[src/rtl/hgbb_pkg.sv]
// Shared constants, payload types and controller interface types for the box blur unit.
package hgbb_pkg;

   localparam int MAX_WIDTH  = 256;
   localparam int MAX_ROWS   = 256;
   localparam int MAX_RADIUS = 8;

   localparam int COL_W      = 8;
   localparam int ROW_W      = 8;
   localparam int SAMPLE_W   = 16;
   localparam int DIM_W      = 9;
   localparam int RAD_W      = 4;
   localparam int CNT_W      = 9;
   localparam int CSR_IDX_W  = 2;
   localparam int CSR_DATA_W = 9;

   localparam int DEPTH     = MAX_WIDTH * MAX_ROWS;
   localparam int ADDR_W    = $clog2(DEPTH);
   localparam int SPAN_W    = (MAX_RADIUS > 1) ? $clog2(2 * MAX_RADIUS) : 1;
   localparam int POS_W     = DIM_W + 1;
   localparam int SUM_W     = SAMPLE_W + $clog2(4 * MAX_RADIUS * MAX_RADIUS);
   localparam int DIV_CNT_W = $clog2(SUM_W);

   localparam logic [CSR_IDX_W-1:0] CSR_GRID_WIDTH    = 2'd0;
   localparam logic [CSR_IDX_W-1:0] CSR_GRID_HEIGHT   = 2'd1;
   localparam logic [CSR_IDX_W-1:0] CSR_WINDOW_RADIUS = 2'd2;

   localparam logic OP_WRITE = 1'b0;
   localparam logic OP_READ  = 1'b1;

   localparam logic STATUS_OK    = 1'b0;
   localparam logic STATUS_RANGE = 1'b1;

   typedef struct packed {
      logic                       operation;
      logic [COL_W-1:0]           col;
      logic [ROW_W-1:0]           row;
      logic signed [SAMPLE_W-1:0] sample;
   } req_type;

   typedef struct packed {
      logic signed [SAMPLE_W-1:0] filtered;
      logic [CNT_W-1:0]           cells_counted;
      logic                       status;
   } rsp_type;

   typedef struct packed {
      logic capture;
      logic mem_write;
      logic walk_step;
      logic div_load;
      logic div_step;
      logic rsp_load;
   } cmd_type;

   typedef struct packed {
      logic coord_bad;
      logic is_read;
      logic walk_last;
      logic div_last;
      logic rsp_free;
   } sts_type;

endpackage

[src/rtl/hgbb_ctrl.sv]
// Controller state machine that sequences request capture, memory write, window walk, divide and response.
module hgbb_ctrl (
   input  logic              clock,
   input  logic              reset,
   input  logic              req_valid,
   output logic              req_ready,
   input  hgbb_pkg::sts_type sts,
   output hgbb_pkg::cmd_type cmd
);
   import hgbb_pkg::*;

   localparam logic [2:0] S_IDLE     = 3'd0;
   localparam logic [2:0] S_DECODE   = 3'd1;
   localparam logic [2:0] S_WALK     = 3'd2;
   localparam logic [2:0] S_DRAIN    = 3'd3;
   localparam logic [2:0] S_DIV_LOAD = 3'd4;
   localparam logic [2:0] S_DIV      = 3'd5;
   localparam logic [2:0] S_FINISH   = 3'd6;

   logic [2:0] state_ff;
   logic [2:0] state_in;

   assign req_ready = (state_ff == S_IDLE);

   always_comb begin
      state_in = state_ff;
      cmd      = '0;
      case (state_ff)
         S_IDLE: begin
            if (req_valid) begin
               cmd.capture = 1'b1;
               state_in    = S_DECODE;
            end
         end
         S_DECODE: begin
            if (sts.coord_bad) begin
               state_in = S_FINISH;
            end else if (sts.is_read) begin
               state_in = S_WALK;
            end else begin
               cmd.mem_write = 1'b1;
               state_in      = S_IDLE;
            end
         end
         S_WALK: begin
            cmd.walk_step = 1'b1;
            if (sts.walk_last) begin
               state_in = S_DRAIN;
            end
         end
         S_DRAIN: begin
            state_in = S_DIV_LOAD;
         end
         S_DIV_LOAD: begin
            cmd.div_load = 1'b1;
            state_in     = S_DIV;
         end
         S_DIV: begin
            cmd.div_step = 1'b1;
            if (sts.div_last) begin
               state_in = S_FINISH;
            end
         end
         S_FINISH: begin
            if (sts.rsp_free) begin
               cmd.rsp_load = 1'b1;
               state_in     = S_IDLE;
            end
         end
         default: begin
            state_in = S_IDLE;
         end
      endcase
   end

   always_ff @(posedge clock) begin
      if (reset) begin
         state_ff <= S_IDLE;
      end else begin
         state_ff <= state_in;
      end
   end

endmodule

[config.mk]
export PLATFORM = sky130hd
export DESIGN_NAME = hgbb_ctrl
export DESIGN_NICKNAME = d
export VERILOG_FILES = /design/src/rtl/hgbb_pkg.sv /design/src/rtl/hgbb_ctrl.sv
export SDC_FILE = /design/constraint.sdc
export NUM_CORES = 1
export LEC_CHECK = 0
export BUFFER_PORTS_ARGS = -buffer_cell sky130_fd_sc_hd__buf_2
export CAP_MARGIN = 20
export CORE_AREA = 5 5 42 44
export DETAILED_ROUTE_END_ITERATION = 8
export DIE_AREA = 0 0 47 49
export HOLD_SLACK_MARGIN = 0.02
export SYNTH_ARGS = -nofsm -noshare
export SYNTH_HDL_FRONTEND = slang
export SYNTH_SLANG_ARGS = --single-unit
[constraint.sdc]
create_clock -name clock -period 1.15 [get_ports clock]
set_input_delay 0.2875 -clock clock [delete_from_list [all_inputs] [get_ports clock]]
set_output_delay 0.2875 -clock clock [all_outputs]
set_load 0.03 [all_outputs]
-- Yosys cells after proc, flatten, opt, wreduce, memory -nomap -nowiden
Index checks and enable logic that the tools add are counted.
- eq/ne operators: 10
- multiplexer cells: 17
- reductions and logical operators: 2
- operators by type and width (cell ; count):
    $pmux 3 s7 ; 1
    $mux 3 ; 5
    $mux 1 ; 10
    $eq 3x3->1 const B ; 3
    $ne 2x2->1 const B ; 4
    $eq 3x2->1 const B ; 2
    $reduce_and 4->1 ; 1
    $eq 3x1->1 const B ; 1
    $logic_not 3->1 ; 1
    $mux 2 ; 1
- register bits: 3
- input bits: 8
- output and inout bits: 7
- logic and storage cells: 30

-- Logic depth before layout (Yosys ltp)
- depth after elaboration: 3
- mapped depth: 4
- depth with buffers taken out: 3

-- Least setup slack after synthesis
No wires, ideal clock.
- path type: flip-flop to output port
- start: reg state_ff[0]
- end: out cmd[5] (netlist name)
- data arrival time: 1602 ps
- setup slack: -740 ps
- cell stages (with the launch flop): 4
- buffers on the path: 1
- path through: dfxtp_1 -> buf_2 -> nor3_1 -> and2_1
- RTL lines (element ; line ; text):
    from (decl) ; hgbb_ctrl.sv:20 ; logic [2:0] state_ff;
    from (signal assigned) ; hgbb_ctrl.sv:80 ; state_ff <= state_in;
    to (decl) ; hgbb_ctrl.sv:8 ; output hgbb_pkg::cmd_type cmd

==> metrics.md <==
| Metric | Value |
|---|---|
| Run status | finished with violations |
| Failing checks | setup timing |
| Sequential Power Share | 17.2% |
| # DRC | 0 |
| Net Sw Power | 655.7 uW |
| Final WL | 1040 um |
| Hpwl dp | 664.8 um |
| Port Buffer Count | 14 |
| Fin util | 44.91% |
| Sequential area share after synthesis | 20.60% |
| Clk root buf | clkbuf_4 |
| Die Area | 2303 um2 |
| Post-synthesis register bit count | 3 |
| Reg-to-reg startpoint | state_ff[2] |
| Hold Path Origin | reset |
| Hold_buf cts | 0 |
| Skew final | 0.01143 ns |
| Final Hold Viols | 0 |
| Crit path DAT | 1.08 ns |
| First-pass GRT wire length | 1863 um |
| Most common flop cell mapped by yosys | dfxtp_1 |
| PwrDens | 2446 nW/um2 |
| Core area | 1401 um2 |
| Post-synthesis net count | 44 |
| Tightest hold margin | 0.2384 ns |
| RSZ-0062 raised after global routing | yes |
| YS warnings | 0 |
| Critical path capture point type | output port |
| Mapped Avg Cell Area | 8.098 um2 |
| CP max FO | 5 |
| Max-slew violation count | 0 |
| Largest net degree at the start of global routing | 9 |
| Worst skew pair latency | 0.25 ns |
| Reg-to-reg slack, setup | -0.18 ns |
| Final period utilization | 119.0% |
| I/O pin total | 15 |
| H-tree depth | 1 |
| Max reg flops | 3 |
| Maxcap violations | 0 |
| Setup ws final | -0.2186 ns |
| R2R cell count | 5 |
| Cell variety after synth | 20 |
| Maximum clock frequency | 730.7 MHz |
| CTS tree | yes |
| # diodes | 0 |
| Final GP Congestion | 0.7201 |
| Maximum root-to-sink buffer count | 2 |
| Peak VDD IR | 0.8060 mV |
| Die Wd | 47 um |
| Min-delay worst type | input port to flop |
| Drt wl/cell | 12.38 um |
| Crit start category | flop |
| Internal power | 884.0 uW |
| Fin Setup TNS | -1.554 ns |
| Worst R2R End | state_ff[1] |
| Mapped Area | 291.5 um2 |
| Layout area overhead | 115.9% |
| Std-Cell Rows | 14 |
| Ys async rst share | 0% |
| Slew margin rel. | 85.14% |
| WS Path Type | flop to output port |
| Share of post-route cells with drive strength above 1 | 82.35% |
| EDFF count, synth | 0 |
| GR Util All Layers | 11.63% |
| Slew @ Worst Pin | 0.2213 ns |
| Via count | 394 |
| Post-Syn Instances | 36 |
| Avg Vias per Cell | 4.690 |
| Initial DRC Count | 3 |
| Total design power | 1540 uW |
| Congestion Overflow GR | 0 |
| Sw Ratio | 42.59% |
| First drt pass iteration count | 3 |
| Clk slew on worst S/H paths | 0.04 ns |
| Clock power share | 12.9% |
| Endpoints failing setup | 9 |
| Final min period | 1.369 ns |
| Initial antenna violation count | 0 |
| Worst endpoint required time | 0.86 ns |
| Top Registers | state_ff: 3 flops |
| Starting Density | 20.80% |
| Hold endpoint | state_ff[2] |
| DIE HEIGHT | 49 um |
| Vias in the first global route | 444 |
| Top reg by flops | state_ff |
| Pleak | 0.0002834 uW |
| Post-layout net count | 77 |
| Detail Route Antenna Nets | 0 |
| Clock sinks | 3 |
| Logic pwr share | 69.8% |
| Total CTS buffers | 3 |
| Hold Path Depth | 2 |
| Layout filler cell count | 141 |
## area by class of cell
class | count | area (um2) | area share [%]
inverters | 3 | 11.26 | 1.789
clock buffers | 4 | 26.28 | 4.175
well taps | 16 | 20.02 | 3.181
multi-input cells | 27 | 255.2 | 40.56
repair buffers | 31 | 245.2 | 38.97
flip-flops and latches | 3 | 71.32 | 11.33
## per-layer routing
layer	global-route usage, %	vias up	share of wire (%)	routed length (um)
li1	-	193	-	-
met1	12.78	187	39	401
met5	0	-	0	0
met3	3.321	3	5.8	60
met4	11.52	0	3.1	32
met2	16.52	11	53	546
## kinds of logic (layout without fill, tap and decap cells)
logic type      Yosys count  count (layout)  share of synthesized area [%]
flops                     3               3                          20.60
compound gates            7               7                          24.04
mux                       1               1                          3.862
simple gates             19              19                          38.20
buf+inv                   6              38                          13.30
## how the worst max path moves through the flow
stage,startpoint,end,slack [ns],depth (start not counted)
2_1_floorplan,state_ff[2],cmd[5],-0.19,3
3_3_place_gp,sts[4],cmd[4],-0.14,4
3_5_place_dp,state_ff[2],cmd[4],-0.13,3
4_1_cts,state_ff[2],cmd[5],-0.21,3
5_1_grt,state_ff[2],cmd[3],-0.26,5
6_report,state_ff[2],cmd[3],-0.22,5
## synthesized netlist by cell type (2+ instances only)
cell / instances / area, um2
nand2_1: 3 / 11.26
buf_6: 2 / 22.52
nor3_1: 5 / 25.02
a21oi_1: 2 / 10.01
dfxtp_1: 3 / 60.06
inv_1: 3 / 11.26
a311oi_2: 2 / 30.03
nor2_1: 2 / 7.510
and3_1: 2 / 12.51
nand3b_1: 2 / 15.01
## power by group through the flow
stage | logic [uW] | clock network (uW) | registers (uW)
2_1_floorplan | 589 | 0 | 168
5_1_grt | 1150 | 217 | 275
6_report | 1080 | 199 | 266
3_3_place_gp | 777 | 0 | 230
4_1_cts | 1020 | 202 | 260
3_5_place_dp | 784 | 0 | 231
## through the flow
stage	setup WS [ns]	std cells	cell area, um2
after global placement	-0.1413	74	465.4
after detailed placement	-0.1328	74	465.4
final	-0.2186	84	629.4
after global routing	-0.2635	84	629.4
after floorplan	-0.1911	36	320.3
after CTS	-0.2116	84	614.3
## worst max-delay path: stages, from the launching register on
cell and delay (ns):
dfxtp_4 0.36, buf_6 0.12, nor2_4 0.11, nand2_2 0.07
inv_2 0.05, buf_6 0.12
## placed cells by master, fill, tap and decap left out, types with 2 or more instances in the layout
cell type	netlist	final
buf_2	1	7
nor3_2	1	3
a311oi_2	2	2
clkbuf_4	0	3
nor3_4	0	2
inv_2	0	2
nand3b_1	2	2
buf_4	0	16
nand2_1	3	2
buf_6	2	8
dfxtp_4	0	3
## what timing repair did
action,4_1_cts,5_1_grt
resized for setup,26,5
hold endpoints to repair,0,0
endpoints found under the setup margin,10,10
buffers inserted,6,0
pin swaps,8,3
No activity file was read; power rests on OpenSTA's default activity.
